`src/rtl/dlf_pkg.sv`:
```
// shared types and constants for the door lamp fader
`default_nettype none

package dlf_pkg;

   // fixed field widths of the ports
   localparam int SENSOR_W = 4;
   localparam int OUT_CH   = 4;
   localparam int OUT_LVL_W = 16;
   localparam int CNT_W    = 16;
   localparam int CSR_IDX_W = 2;
   localparam int CSR_DATA_W = 16;

   localparam logic [CNT_W-1:0] CNT_MAX = '1;

   // register reset values
   localparam logic [CNT_W-1:0]     DEBOUNCE_RST = 16'd50;
   localparam logic [CNT_W-1:0]     FADE_STEP_RST = 16'd64;
   localparam logic [OUT_LVL_W-1:0] FULL_LEVEL_RST = 16'hFFFF;
   localparam logic [SENSOR_W-1:0]  POLARITY_RST = 4'hF;

   typedef enum logic [CSR_IDX_W-1:0] {
      CSR_DEBOUNCE   = 2'd0,
      CSR_FADE_STEP  = 2'd1,
      CSR_FULL_LEVEL = 2'd2,
      CSR_POLARITY   = 2'd3
   } dlf_csr_type;

   typedef struct packed {
      logic [CNT_W-1:0]     debounce_ticks;
      logic [CNT_W-1:0]     ramp_step;
      logic [OUT_LVL_W-1:0] full_level;
      logic [SENSOR_W-1:0]  polarity_low;
   } dlf_cfg_type;

   // per-channel flag bits going into the channel update
   typedef struct packed {
      logic now;
      logic prev;
      logic pol;
      logic lamp;
      logic fading;
   } dlf_chin_type;

   // per-channel flag bits coming out of the channel update
   typedef struct packed {
      logic lamp;
      logic fading;
   } dlf_chout_type;

   typedef struct packed {
      logic [OUT_CH-1:0][OUT_LVL_W-1:0] level;
      logic [OUT_CH-1:0]                lamp_on;
      logic [OUT_CH-1:0]                fading;
   } dlf_rsp_type;

endpackage

`default_nettype wire

```
`src/rtl/dlf_ram.sv`:
```
// generic single-port-write, registered-read ram
`default_nettype none

module dlf_ram #(
   parameter int WIDTH = 48,
   parameter int DEPTH = 4,
   localparam int ADDR_BITS = (DEPTH > 1) ? $clog2(DEPTH) : 1
) (
   input  wire logic                 clock,
   input  wire logic                 wr_en,
   input  wire logic [ADDR_BITS-1:0] wr_addr,
   input  wire logic [WIDTH-1:0]     wr_data,
   input  wire logic                 rd_en,
   input  wire logic [ADDR_BITS-1:0] rd_addr,
   output logic      [WIDTH-1:0]     rd_data
);

   logic [WIDTH-1:0] mem_ff [DEPTH];
   logic [WIDTH-1:0] rd_data_ff;

   // read-first: a same-cycle write is not seen by the read
   always_ff @(posedge clock) begin
      if (wr_en) begin
         mem_ff[wr_addr] <= wr_data;
      end
      if (rd_en) begin
         rd_data_ff <= mem_ff[rd_addr];
      end
   end

   assign rd_data = rd_data_ff;

endmodule

`default_nettype wire

```
`src/rtl/dlf_chan_update.sv`:
```
// debounce, lamp switching and one fade move for a single channel
`default_nettype none

module dlf_chan_update #(
   parameter int LEVEL_BITS = 16
) (
   input  wire dlf_pkg::dlf_cfg_type           cfg,
   input  wire dlf_pkg::dlf_chin_type          flags,
   input  wire logic [dlf_pkg::CNT_W-1:0]      ticks,
   input  wire logic [LEVEL_BITS-1:0]          target,
   input  wire logic [LEVEL_BITS-1:0]          current,
   output logic      [dlf_pkg::CNT_W-1:0]      ticks_new,
   output logic      [LEVEL_BITS-1:0]          target_new,
   output logic      [LEVEL_BITS-1:0]          current_new,
   output dlf_pkg::dlf_chout_type              flags_new
);

   import dlf_pkg::*;

   localparam int SUM_W = CNT_W + 1;

   logic [CNT_W-1:0]      ticks_inc;
   logic                  change;
   logic                  is_open;
   logic [LEVEL_BITS-1:0] full_lvl;
   logic [LEVEL_BITS-1:0] tgt;
   logic                  fad;
   logic                  lamp;
   logic [SUM_W-1:0]      sum;
   logic [CNT_W-1:0]      cur_w;
   logic [CNT_W-1:0]      diff;
   logic [LEVEL_BITS-1:0] nxt;

   always_comb begin
      ticks_inc = (ticks != CNT_MAX) ? ticks + 1'b1 : ticks;
      change    = (flags.now != flags.prev) && (ticks_inc >= cfg.debounce_ticks);
      is_open   = flags.pol ? !flags.now : flags.now;
      full_lvl  = LEVEL_BITS'(cfg.full_level);
      ticks_new = change ? '0 : ticks_inc;

      tgt  = target;
      fad  = flags.fading;
      lamp = flags.lamp;
      if (change && is_open && !flags.lamp) begin
         lamp = 1'b1;
         if (tgt != full_lvl) begin
            tgt = full_lvl;
            fad = 1'b1;
         end
      end else if (change && !is_open && flags.lamp) begin
         lamp = 1'b0;
         if (tgt != '0) begin
            tgt = '0;
            fad = 1'b1;
         end
      end

      // one fade move; up clamps at target, down floors at zero
      cur_w = CNT_W'(current);
      sum   = SUM_W'(current) + SUM_W'(cfg.ramp_step);
      diff  = cur_w - cfg.ramp_step;
      nxt   = current;
      if (fad) begin
         if (current == tgt) begin
            fad = 1'b0;
         end else begin
            if (current < tgt) begin
               nxt = (sum > SUM_W'(tgt)) ? tgt : LEVEL_BITS'(sum);
            end else begin
               nxt = (cur_w > cfg.ramp_step) ? LEVEL_BITS'(diff) : '0;
            end
            if (nxt == tgt) begin
               fad = 1'b0;
            end
         end
      end

      target_new       = tgt;
      current_new      = nxt;
      flags_new.lamp   = lamp;
      flags_new.fading = fad;
   end

endmodule

`default_nettype wire

```
`src/rtl/dlf_out_buf.sv`:
```
// two-entry result buffer with skid slot
`default_nettype none

module dlf_out_buf (
   input  wire logic                 clock,
   input  wire logic                 reset,
   input  wire logic                 push,
   input  wire dlf_pkg::dlf_rsp_type push_data,
   output logic                      out_valid,
   input  wire logic                 out_ready,
   output dlf_pkg::dlf_rsp_type      out_data
);

   import dlf_pkg::*;

   logic        main_v_ff;
   logic        main_v_in;
   logic        skid_v_ff;
   logic        skid_v_in;
   dlf_rsp_type main_ff;
   dlf_rsp_type main_in;
   dlf_rsp_type skid_ff;
   dlf_rsp_type skid_in;
   logic        take;

   assign take = main_v_ff && out_ready;

   always_comb begin
      main_v_in = main_v_ff;
      skid_v_in = skid_v_ff;
      main_in   = main_ff;
      skid_in   = skid_ff;
      if (take) begin
         if (skid_v_ff) begin
            main_in   = skid_ff;
            skid_v_in = push;
            skid_in   = push_data;
         end else begin
            main_v_in = push;
            main_in   = push_data;
         end
      end else if (!main_v_ff) begin
         main_v_in = push;
         main_in   = push_data;
      end else if (push) begin
         skid_v_in = 1'b1;
         skid_in   = push_data;
      end
   end

   always_ff @(posedge clock) begin
      if (reset) begin
         main_v_ff <= 1'b0;
         skid_v_ff <= 1'b0;
      end else begin
         main_v_ff <= main_v_in;
         skid_v_ff <= skid_v_in;
      end
      main_ff <= main_in;
      skid_ff <= skid_in;
   end

   assign out_valid = main_v_ff;
   assign out_data  = main_ff;

   a_skid_behind_main: assert property (@(posedge clock) disable iff (reset)
      skid_v_ff |-> main_v_ff)
      else $error("skid slot holds a beat while the main slot is empty");

   a_no_overflow: assert property (@(posedge clock) disable iff (reset)
      !(push && main_v_ff && skid_v_ff && !out_ready))
      else $error("result beat pushed into a full buffer");

   a_hold_until_taken: assert property (@(posedge clock) disable iff (reset)
      (main_v_ff && !out_ready) |=> (main_v_ff && $stable(main_ff)))
      else $error("offered result beat changed before it was taken");

endmodule

`default_nettype wire

```
`src/rtl/debounced_door_lamp_fader_unit.sv`:
```
// top level of the debounced door lamp fader
// a result beat shows on rsp_valid once its last channel has passed the update stage into
//   the result buffer; the sequencer reads and writes back one ram channel state entry per
//   cycle and takes a new beat when idle or on its last channel with under two results pending
// reset: clears sequencer, flag bits, entry valid bits, result buffer and loads the
//   register reset values; ram contents are masked by valid bits, so no clearing pass
`default_nettype none

module debounced_door_lamp_fader_unit #(
   parameter int CHANNELS   = 4,
   parameter int LEVEL_BITS = 16
) (
   input  wire logic                             clock,
   input  wire logic                             reset,
   // input channel
   input  wire logic                             req_valid,
   output logic                                  req_ready,
   input  wire logic [dlf_pkg::SENSOR_W-1:0]     req_sensor_levels,
   // result channel
   output logic                                  rsp_valid,
   input  wire logic                             rsp_ready,
   output logic      [dlf_pkg::OUT_LVL_W-1:0]    rsp_level_ch0,
   output logic      [dlf_pkg::OUT_LVL_W-1:0]    rsp_level_ch1,
   output logic      [dlf_pkg::OUT_LVL_W-1:0]    rsp_level_ch2,
   output logic      [dlf_pkg::OUT_LVL_W-1:0]    rsp_level_ch3,
   output logic      [dlf_pkg::SENSOR_W-1:0]     rsp_lamp_on_mask,
   output logic      [dlf_pkg::SENSOR_W-1:0]     rsp_fading_mask,
   // register write port
   input  wire logic                             csr_wr_en,
   input  wire logic [dlf_pkg::CSR_IDX_W-1:0]    csr_index,
   input  wire logic [dlf_pkg::CSR_DATA_W-1:0]   csr_wdata
);

   import dlf_pkg::*;

   localparam int CH_BITS = (CHANNELS > 1) ? $clog2(CHANNELS) : 1;
   localparam int WORD_W  = CNT_W + 2 * LEVEL_BITS;
   // ram word layout: {ticks, target, current}
   localparam int CUR_LO  = 0;
   localparam int TGT_LO  = LEVEL_BITS;
   localparam int TCK_LO  = 2 * LEVEL_BITS;
   localparam logic [CH_BITS-1:0] CH_LAST = CH_BITS'(CHANNELS - 1);
   localparam logic [1:0] PEND_MAX = 2'd2;

   // ---------------- configuration registers ----------------
   dlf_cfg_type cfg_ff;
   dlf_cfg_type cfg_in;

   always_comb begin
      cfg_in = cfg_ff;
      if (csr_wr_en) begin
         unique case (dlf_csr_type'(csr_index))
            CSR_DEBOUNCE:   cfg_in.debounce_ticks = CNT_W'(csr_wdata);
            CSR_FADE_STEP:  cfg_in.ramp_step      = CNT_W'(csr_wdata);
            CSR_FULL_LEVEL: cfg_in.full_level     = OUT_LVL_W'(csr_wdata);
            CSR_POLARITY:   cfg_in.polarity_low   = SENSOR_W'(csr_wdata);
            default:        cfg_in = cfg_ff;
         endcase
      end
   end

   always_ff @(posedge clock) begin
      if (reset) begin
         cfg_ff.debounce_ticks <= DEBOUNCE_RST;
         cfg_ff.ramp_step      <= FADE_STEP_RST;
         cfg_ff.full_level     <= FULL_LEVEL_RST;
         cfg_ff.polarity_low   <= POLARITY_RST;
      end else begin
         cfg_ff <= cfg_in;
      end
   end

   // ---------------- channel sequencer (read stage) ----------------
   // busy_ff: an item is walking its channels, ch_ff is read from the ram this cycle
   logic                busy_ff;
   logic                busy_in;
   logic [CH_BITS-1:0]  ch_ff;
   logic [CH_BITS-1:0]  ch_in;
   logic [SENSOR_W-1:0] sens_ff;
   logic [SENSOR_W-1:0] sens_in;
   logic                ch_last;
   logic                req_take;
   logic                rsp_take;
   // beats accepted whose result has not left yet; bounded by the buffer depth
   logic [1:0]          pend_ff;
   logic [1:0]          pend_in;

   assign ch_last   = (ch_ff == CH_LAST);
   assign req_ready = (!busy_ff || ch_last) && (pend_ff < PEND_MAX);
   assign req_take  = req_valid && req_ready;
   assign rsp_take  = rsp_valid && rsp_ready;

   always_comb begin
      busy_in = busy_ff && !ch_last;
      ch_in   = ch_ff;
      sens_in = sens_ff;
      if (req_take) begin
         busy_in = 1'b1;
         ch_in   = '0;
         sens_in = req_sensor_levels;
      end else if (busy_ff) begin
         ch_in = ch_last ? '0 : ch_ff + 1'b1;
      end
      pend_in = pend_ff + {1'b0, req_take} - {1'b0, rsp_take};
   end

   always_ff @(posedge clock) begin
      if (reset) begin
         busy_ff <= 1'b0;
         ch_ff   <= '0;
         pend_ff <= '0;
      end else begin
         busy_ff <= busy_in;
         ch_ff   <= ch_in;
         pend_ff <= pend_in;
      end
      sens_ff <= sens_in;
   end

   // ---------------- channel state ram ----------------
   logic                wr_en;
   logic [CH_BITS-1:0]  wr_addr;
   logic [WORD_W-1:0]   wr_word;
   logic [WORD_W-1:0]   rd_word;

   dlf_ram #(
      .WIDTH (WORD_W),
      .DEPTH (CHANNELS)
   ) u_state_ram (
      .clock   (clock),
      .wr_en   (wr_en),
      .wr_addr (wr_addr),
      .wr_data (wr_word),
      .rd_en   (busy_ff),
      .rd_addr (ch_ff),
      .rd_data (rd_word)
   );

   // ---------------- update stage ----------------
   logic                b_v_ff;
   logic                b_last_ff;
   logic [CH_BITS-1:0]  b_ch_ff;
   logic [SENSOR_W-1:0] b_sens_ff;
   // entry valid bits stand in for the zero reset of the ram
   logic [CHANNELS-1:0] entry_v_ff;
   logic                rd_v_ff;
   // forward a write that collided with the read of the same entry
   logic                fwd_v_ff;
   logic [WORD_W-1:0]   fwd_word_ff;

   always_ff @(posedge clock) begin
      if (reset) begin
         b_v_ff     <= 1'b0;
         entry_v_ff <= '0;
         fwd_v_ff   <= 1'b0;
      end else begin
         b_v_ff   <= busy_ff;
         fwd_v_ff <= busy_ff && wr_en && (wr_addr == ch_ff);
         if (wr_en) begin
            entry_v_ff[wr_addr] <= 1'b1;
         end
      end
      b_last_ff   <= ch_last;
      b_ch_ff     <= ch_ff;
      b_sens_ff   <= sens_ff;
      rd_v_ff     <= entry_v_ff[ch_ff];
      fwd_word_ff <= wr_word;
   end

   logic [WORD_W-1:0]   cur_word;
   logic [CHANNELS-1:0] sens_ext;
   logic [CHANNELS-1:0] pol_ext;

   assign cur_word = fwd_v_ff ? fwd_word_ff : (rd_v_ff ? rd_word : '0);

   // channels past the four sensor bits see level zero and polarity clear
   for (genvar gi = 0; gi < CHANNELS; gi++) begin : g_ext
      if (gi < SENSOR_W) begin : g_in
         assign sens_ext[gi] = b_sens_ff[gi];
         assign pol_ext[gi]  = cfg_ff.polarity_low[gi];
      end else begin : g_out
         assign sens_ext[gi] = 1'b0;
         assign pol_ext[gi]  = 1'b0;
      end
   end

   // flag bits live in flops, one bit per channel
   logic [CHANNELS-1:0] prev_ff;
   logic [CHANNELS-1:0] lamp_ff;
   logic [CHANNELS-1:0] fading_ff;
   logic [CHANNELS-1:0] prev_in;
   logic [CHANNELS-1:0] lamp_in;
   logic [CHANNELS-1:0] fading_in;

   dlf_chin_type          ch_flags;
   dlf_chout_type         ch_flags_new;
   logic [CNT_W-1:0]      ticks_new;
   logic [LEVEL_BITS-1:0] tgt_new;
   logic [LEVEL_BITS-1:0] cur_new;

   assign ch_flags.now    = sens_ext[b_ch_ff];
   assign ch_flags.prev   = prev_ff[b_ch_ff];
   assign ch_flags.pol    = pol_ext[b_ch_ff];
   assign ch_flags.lamp   = lamp_ff[b_ch_ff];
   assign ch_flags.fading = fading_ff[b_ch_ff];

   dlf_chan_update #(
      .LEVEL_BITS (LEVEL_BITS)
   ) u_chan_update (
      .cfg         (cfg_ff),
      .flags       (ch_flags),
      .ticks       (cur_word[TCK_LO +: CNT_W]),
      .target      (cur_word[TGT_LO +: LEVEL_BITS]),
      .current     (cur_word[CUR_LO +: LEVEL_BITS]),
      .ticks_new   (ticks_new),
      .target_new  (tgt_new),
      .current_new (cur_new),
      .flags_new   (ch_flags_new)
   );

   assign wr_en   = b_v_ff;
   assign wr_addr = b_ch_ff;
   assign wr_word = {ticks_new, tgt_new, cur_new};

   always_comb begin
      prev_in   = prev_ff;
      lamp_in   = lamp_ff;
      fading_in = fading_ff;
      if (b_v_ff) begin
         prev_in[b_ch_ff]   = ch_flags.now;
         lamp_in[b_ch_ff]   = ch_flags_new.lamp;
         fading_in[b_ch_ff] = ch_flags_new.fading;
      end
   end

   always_ff @(posedge clock) begin
      if (reset) begin
         prev_ff   <= '0;
         lamp_ff   <= '0;
         fading_ff <= '0;
      end else begin
         prev_ff   <= prev_in;
         lamp_ff   <= lamp_in;
         fading_ff <= fading_in;
      end
   end

   // ---------------- result assembly ----------------
   // levels of the channels already done in this item are gathered here
   logic [CHANNELS-1:0][LEVEL_BITS-1:0] coll_ff;

   always_ff @(posedge clock) begin
      if (b_v_ff) begin
         coll_ff[b_ch_ff] <= cur_new;
      end
   end

   logic        produce;
   dlf_rsp_type rsp_new;
   dlf_rsp_type rsp_data;

   assign produce = b_v_ff && b_last_ff;

   for (genvar go = 0; go < OUT_CH; go++) begin : g_rsp
      if (go < CHANNELS) begin : g_live
         assign rsp_new.level[go] = (b_ch_ff == CH_BITS'(go)) ?
                                    OUT_LVL_W'(cur_new) : OUT_LVL_W'(coll_ff[go]);
         assign rsp_new.lamp_on[go] = lamp_in[go];
         assign rsp_new.fading[go]  = fading_in[go];
      end else begin : g_none
         assign rsp_new.level[go]   = '0;
         assign rsp_new.lamp_on[go] = 1'b0;
         assign rsp_new.fading[go]  = 1'b0;
      end
   end

   dlf_out_buf u_out_buf (
      .clock     (clock),
      .reset     (reset),
      .push      (produce),
      .push_data (rsp_new),
      .out_valid (rsp_valid),
      .out_ready (rsp_ready),
      .out_data  (rsp_data)
   );

   assign rsp_level_ch0    = rsp_data.level[0];
   assign rsp_level_ch1    = rsp_data.level[1];
   assign rsp_level_ch2    = rsp_data.level[2];
   assign rsp_level_ch3    = rsp_data.level[3];
   assign rsp_lamp_on_mask = rsp_data.lamp_on;
   assign rsp_fading_mask  = rsp_data.fading;

   // ---------------- checks ----------------
   a_pend_bound: assert property (@(posedge clock) disable iff (reset)
      pend_ff <= PEND_MAX)
      else $error("more beats in flight than the result buffer holds");

   a_produce_last_ch: assert property (@(posedge clock) disable iff (reset)
      produce |-> (b_ch_ff == CH_LAST) && (pend_ff != 2'd0))
      else $error("result formed on a channel other than the last");

   a_rsp_has_owner: assert property (@(posedge clock) disable iff (reset)
      rsp_valid |-> (pend_ff != 2'd0))
      else $error("result beat offered with no accepted beat pending");

endmodule

`default_nettype wire
```
`config.mk`:
```
export PLATFORM = sky130hd
export DESIGN_NAME = debounced_door_lamp_fader_unit
export DESIGN_NICKNAME = d
export VERILOG_FILES = /design/src/rtl/dlf_pkg.sv /design/src/rtl/dlf_ram.sv /design/src/rtl/dlf_chan_update.sv /design/src/rtl/dlf_out_buf.sv /design/src/rtl/debounced_door_lamp_fader_unit.sv
export SDC_FILE = /design/constraint.sdc
export NUM_CORES = 1
export LEC_CHECK = 0
export BUFFER_PORTS_ARGS = -buffer_cell sky130_fd_sc_hd__buf_4
export CAP_MARGIN = 0
export CELL_PAD_IN_SITES_DETAIL_PLACEMENT = 1
export CELL_PAD_IN_SITES_GLOBAL_PLACEMENT = 2
export CORE_MARGIN = 2
export CORE_UTILIZATION = 40
export DETAILED_ROUTE_END_ITERATION = 7
export GPL_ROUTABILITY_DRIVEN = 1
export PLACE_DENSITY = 0.77
export SETUP_SLACK_MARGIN = 0.3
export SLEW_MARGIN = 20
export SYNTH_ARGS = -nofsm -noshare
export SYNTH_HDL_FRONTEND = slang
export SYNTH_HIERARCHICAL = 1
export SYNTH_SLANG_ARGS = --single-unit
```
`constraint.sdc`:
```
create_clock -name clock -period 10.78 [get_ports clock]
set_input_delay 0.539 -clock clock [delete_from_list [all_inputs] [get_ports clock]]
set_output_delay 0.539 -clock clock [all_outputs]
set_load 0.01 [all_outputs]
```
Word level (Yosys, flattened, before mapping) --
Memories as Yosys holds them, arrays and structs flattened. A register that Yosys moved wholly into a read port is not among the register bits. Cells that the tools add are included.
Word-level totals: memories kept 1, output and inout bits 74, input bits 27, RAM bits 192, register bits 345
Operators by class: eq/ne operators 16, mux-type cells 69, $add $sub $neg 6, reduce and logical (&&, ||, !) cells 31, $lt $le $gt $ge 8, bitwise logic cells 1
Memory list:
- u_state_ram.mem_ff | words 4, width 48, rd ports 1, clocked after Yosys merged registers in 1, write ports 1, line dlf_ram.sv:18 | logic [WIDTH-1:0] mem_ff [DEPTH];
Operators with widths (number):
- 72-bit two-way mux | 7
- 16-bit two-way mux | 18
- 48-bit two-way mux | 2
- 64-bit bitwise mux | 1
- 16-bit demux with 2-bit select | 1
- 16-bit equality test | 2
- 1-bit two-way mux | 27
- 16-bit by 16-bit adder with 17-bit output | 1
- 17-bit by 16-bit greater-than comparator with 1-bit output | 1
- 16-bit by 1-bit adder with 16-bit output, second input constant | 1
- 16-bit greater-or-equal comparator | 1
- 16-bit greater-than comparator | 1
- 16-bit less-than comparator | 1
- 16-bit != test | 1
- 16-bit != test, second input constant | 1
- 16-bit nonzero test | 1
- 16-bit subtractor | 1
- 1-bit logical AND | 13
- 1-bit binary-select mux with 2-bit select | 6
- 4-bit bitwise mux | 3
- 2-bit equality test, second input constant | 5
- 2-bit AND reduction | 5
- 4-bit two-way mux | 2
- 2-bit by 3-bit less-than comparator with 1-bit output, second input constant | 2
- other kinds (19) | 27

Logic depth before layout (Yosys ltp) --
depth after elaboration 24, depth in mapped cells 36

Hierarchy --
The synthesis kept the hierarchy.
By module, submodules not included:
- dlf_ram | area each 8390.5 µm², cells an instance 302, sequential area each 7206.9 µm², times used 1
- debounced_door_lamp_fader_unit | area each 7798.7 µm², cells an instance 581, sequential area each 4664.5 µm², times used 1
- dlf_out_buf | area each 5377.7 µm², cells an instance 236, sequential area each 4364.2 µm², times used 1
- dlf_chan_update | area each 4868.4 µm², cells an instance 708, sequential area each 0.0 µm², times used 1

Worst setup path after synthesis --
Ideal clock, no wire load.
kind reg2reg, start point register fwd_v_ff, end point register u_out_buf.main_ff, in the netlist u_out_buf/out_data[0] (data pin), path buffers 5, period minus slack after synthesis 7695 ps, arrival time 7436 ps, path slack 3085 ps, data required time 10520 ps, stages on the path, launching flop included 36, library setup time 260 ps, path through dfxtp_1 > nor2b_1 > buf_2 > buf_2 > a22o_1 > nand2_1 > or3_1 > nor3_1 > nand4_1 > nand2b_1 > or2_2 > nor2_1 > xnor2_1 > ha_1 > a21oi_1 > o21a_1 > o41ai_2 > a2111o_1 > nand2b_1 > buf_2 > a22o_1 > inv_1 > ha_1 > and4_1 > o2111ai_1 > a31oi_1 > nor3_1 > clkbuf_1 > o21a_1 > o2111ai_1 > nor4b_1 > o2111a_1 > a31oi_1 > buf_4 > mux2_4 > mux2_2
RTL lines:
- start: declaration | line debounced_door_lamp_fader_unit.sv:148 | logic fwd_v_ff;
- start signal: assignment | line debounced_door_lamp_fader_unit.sv:158 | fwd_v_ff <= busy_ff && wr_en && (wr_addr == ch_ff);
- end signal: assignment | line dlf_out_buf.sv:59 | main_ff <= main_in;
- end: declaration | line dlf_out_buf.sv:20 | dlf_rsp_type main_ff;

==> summary.md <==
| Metric | Value |
|---|---|
| Status | `finished, final reports clean` |
| Largest fanout on the critical path | `14` |
| Drt pass-1 iters | `4` |
| DRC Markers | `0` |
| Worst skew pair latency | `0.63 ns` |
| First-pass GRT wire length | `108000 um` |
| Worst r2r dst | `u_out_buf/out_data[3]` |
| Final setup vio count | `0` |
| Number of port buffers | `100` |
| Area delta synth->final | `13.8%` |
| Hold path endpoint | `sens_ff[0]` |
| Setup CP Type | `reg -> reg` |
| PnR worst setup slack | `1.49 ns` |
| Synth Cell Area | `26400 um^2` |
| Share of cells above drive strength 1 | `23.7%` |
| Register bit count reported by yosys | `585` |
| Post-synth top area share | `51.3%` |
| Slew headroom | `27.6%` |
| CTS Buffer Depth | `3` |
| Synth async-reset ratio | `0%` |
| Worst-path clk slew | `0.06 ns` |
| Period utilisation layout | `86.2%` |
| Setup crit end kind | `flop` |
| Setup repair after global routing missed its margin | `no` |
| Routed Antenna Nets | `0` |
| # resized after CTS | `0` |
| Sequential area share after synthesis | `61.4%` |
| Yosys warns | `6` |
| Total die area | `68200 um^2` |
| Synth Instances | `1827` |
| Post-CTS setup buffers | `0` |
| CTS Hold Buffers Added | `0` |
| Register-to-Register Path Depth | `33` |
| Post-Syn Nets | `1940` |
| Total Neg Setup Slack | `0 ns` |
| Crit path DAT | `9.66 ns` |
| Core area | `65600 um^2` |
| RePlAce Congestion | `0.897` |
| Leak | `11.1 nW` |
| Largest area contributor in the netlist | `edfxtp_1` |
| TritonCTS clock tree | `done` |
| Initial core utilization | `40.3%` |
| Vias in the first global route | `16848` |
| Post-route cell area | `30100 um^2` |
| Via Count | `15982` |
| Routed wire length | `71800 um` |
| DP Area | `28200 um^2` |
| FF-to-FF Start | `fwd_v_ff` |
| Die height | `261 um` |
| Hold Crit Start | `req_sensor_levels[0]` |
| DRT iter0 DRCs | `1107` |
| Fin util | `45.8%` |
| Root Buffer | `clkbuf_16` |
| Num CTS Buffers | `58` |
| Total Routing Usage GR | `21.2%` |
| Final Hold Viols | `0` |
| Critical path startpoint | `fwd_v_ff` |
| Max incr delay on CP | `0.56 ns` |
| Largest net degree at the start of global routing | `88` |
| Largest cells by area after synthesis | `edfxtp_1 51%, dfxtp_1 10%, mux2_2 5.8%` |
| Nets@finish | `2063` |
| Rows | `94` |
| Library cells used by synthesis | `98` |
| Hold Path Cell Cnt | `1` |
| Inserted Diodes | `0` |
| Slowest CP cell | `a2111o_1` |
| Die width | `261 um` |
| Max cap viols | `0` |
| Initial antenna violation count | `0` |
| Final worst path period need | `9.29 ns` |
| Final slew viol count | `0` |
| Post-DP HPWL | `49700 um` |
| R2R setup slack | `1.49 ns` |
| Number of flops mapped to enable cells by yosys | `452` |
| CTS H-tree lvls | `2` |
| Setup WS pre-CTS | `1.60 ns` |
| F_max | `108 MHz` |
| Vias/cell | `5.58` |
| Worst Path Required | `11.15 ns` |
| Clk sinks | `585` |
| Hold Crit Class | `in -> reg` |
| I/O pin count | `101` |
| Top_reg_cell synth | `edfxtp_1` |
| Mean Syn Cell Area | `14.5 um^2` |
| Worst-margin pin slew | `1.09 ns` |
| Maximum vdd drop | `0.137 mV` |
| CP startpoint kind | `flop` |
| Routed WL per cell | `25.1 um` |
| Power per Cell Area | `186 nW/um^2` |
| Final Skew | `0.0296 ns` |
| Remaining global-route overflow | `0` |
==> cell usage after synthesis (all sizes together), types with 7 or more instances <==
library cell,n
clkbuf,37
nor2b,15
buf,43
a221oi,8
a211o,7
a31oi,12
mux2i,69
a211oi,8
o211ai,12
a21oi,67
nor3,16
mux2,146
nand3,29
o21ai,32
edfxtp,452
inv,79
nor2,102
a21o,10
xnor2,53
xor2,7
o21a,12
nand2,46
a22o,51
nor4,9
or2,7
nand2b,76
mux4,54
ha,84
dfxtp,133
nand4,18
and2,20
and3,10
==> stage by stage <==
stage               hold WS, ns  cells  total power (W)
finish                   0.0963   2864          0.00558
global placement          0.340   2754          0.00356
CTS                      0.0558   2864          0.00562
detailed placement        0.330   2754          0.00358
global route             0.0619   2864          0.00578
floorplan                 0.323   1827          0.00323
==> registers in the layout (all words and copies together) (netlist names), 2 cells and up <==
name	cells
u_state_ram/rd_data	48
ch_ff	2
entry_v_ff	4
prev_ff	4
pend_ff	2
u_out_buf/skid_ff	72
b_ch_ff	2
fwd_word_ff	48
cfg_ff	48
u_state_ram/mem_ff	192
lamp_ff	4
b_sens_ff	4
pol_ext	4
fading_ff	4
u_out_buf/out_data	72
coll_ff	64
sens_ff	4
==> kinds of logic (layout without fill, tap and decap cells) <==
kind of cell	after synthesis	in the layout	share of synthesized area, %
AOI/OAI and AO/OA	284	284	8.03
adders and majority gates	86	86	4.13
muxes	269	269	13.5
DFF	585	585	61.4
xor gates and xnor gates	61	61	2.07
buffers and inverters	159	332	2.96
and+or+nand+nor	383	383	7.85
==> cells in the final DEF (no fill, tap or decap), types with 9 or more instances in the layout <==
cell type	n
buf_4	143
nor3_1	14
edfxtp_1	452
inv_1	77
dfxtp_1	129
and2_1	18
a22o_1	51
mux4_2	54
nand2_1	45
a31oi_1	12
nor4_1	9
a21oi_1	65
clkbuf_1	20
nand3_1	27
xnor2_1	53
o211ai_1	12
mux2i_1	69
nor2b_1	13
ha_1	84
nand4_1	18
mux2_2	137
clkbuf_16	59
o21a_1	12
a21o_1	10
nand2b_1	76
nor2_1	101
o21ai_0	31
==> worst max-delay path by stage <==
stage,endpoint,slack (ns),cells past startpoint
after CTS,u_out_buf/out_data[3],1.57,33
after floorplan,u_out_buf/out_data[0],3.08,35
after global placement,u_out_buf/out_data[0],1.84,33
after detailed placement,u_out_buf/out_data[0],1.60,33
final,u_out_buf/out_data[3],1.49,33
after global routing,u_out_buf/out_data[3],0.77,33
==> power by group <==
part | switching (W) | total [W] | internal, W
registers | 0.0000407 | 0.00261 | 0.00257
logic | 0.000599 | 0.000940 | 0.000342
clock network | 0.000874 | 0.00203 | 0.00116
==> critical path: cells and delay by family, from the launching register on <==
| family | cells | cell delay [ns] |
|---|---|---|
| AND/OR/NAND/NOR | 13 | 3.72 |
| buffers and inverters | 3 | 0.53 |
| adder cells (fa/ha/maj) | 2 | 0.61 |
| AO/OA/AOI/OAI | 12 | 3.04 |
| multiplexers | 2 | 0.54 |
| flip-flops | 1 | 0.41 |
| XOR/XNOR | 1 | 0.17 |
==> area by class of cell <==
cell class	instances	area (um^2)
Fill cell	6527	35600
Sequential cell	585	16200
Multi-Input combinational cell	1083	9470
Clock buffer	86	1650
Tap cell	864	1080
Timing Repair Buffer	143	1070
Inverter	79	297
Clock inverter	24	263
==> metal layers <==
metal,share of wire (%),GRT usage (%),vias to the layer above
met5,0,0,-
met4,2.5,5.97,0
met3,4.3,2.98,87
met2,46,33.6,354
met1,47,30.5,8339
li1,-,-,7202
Power figures use the tool's default switching activity.
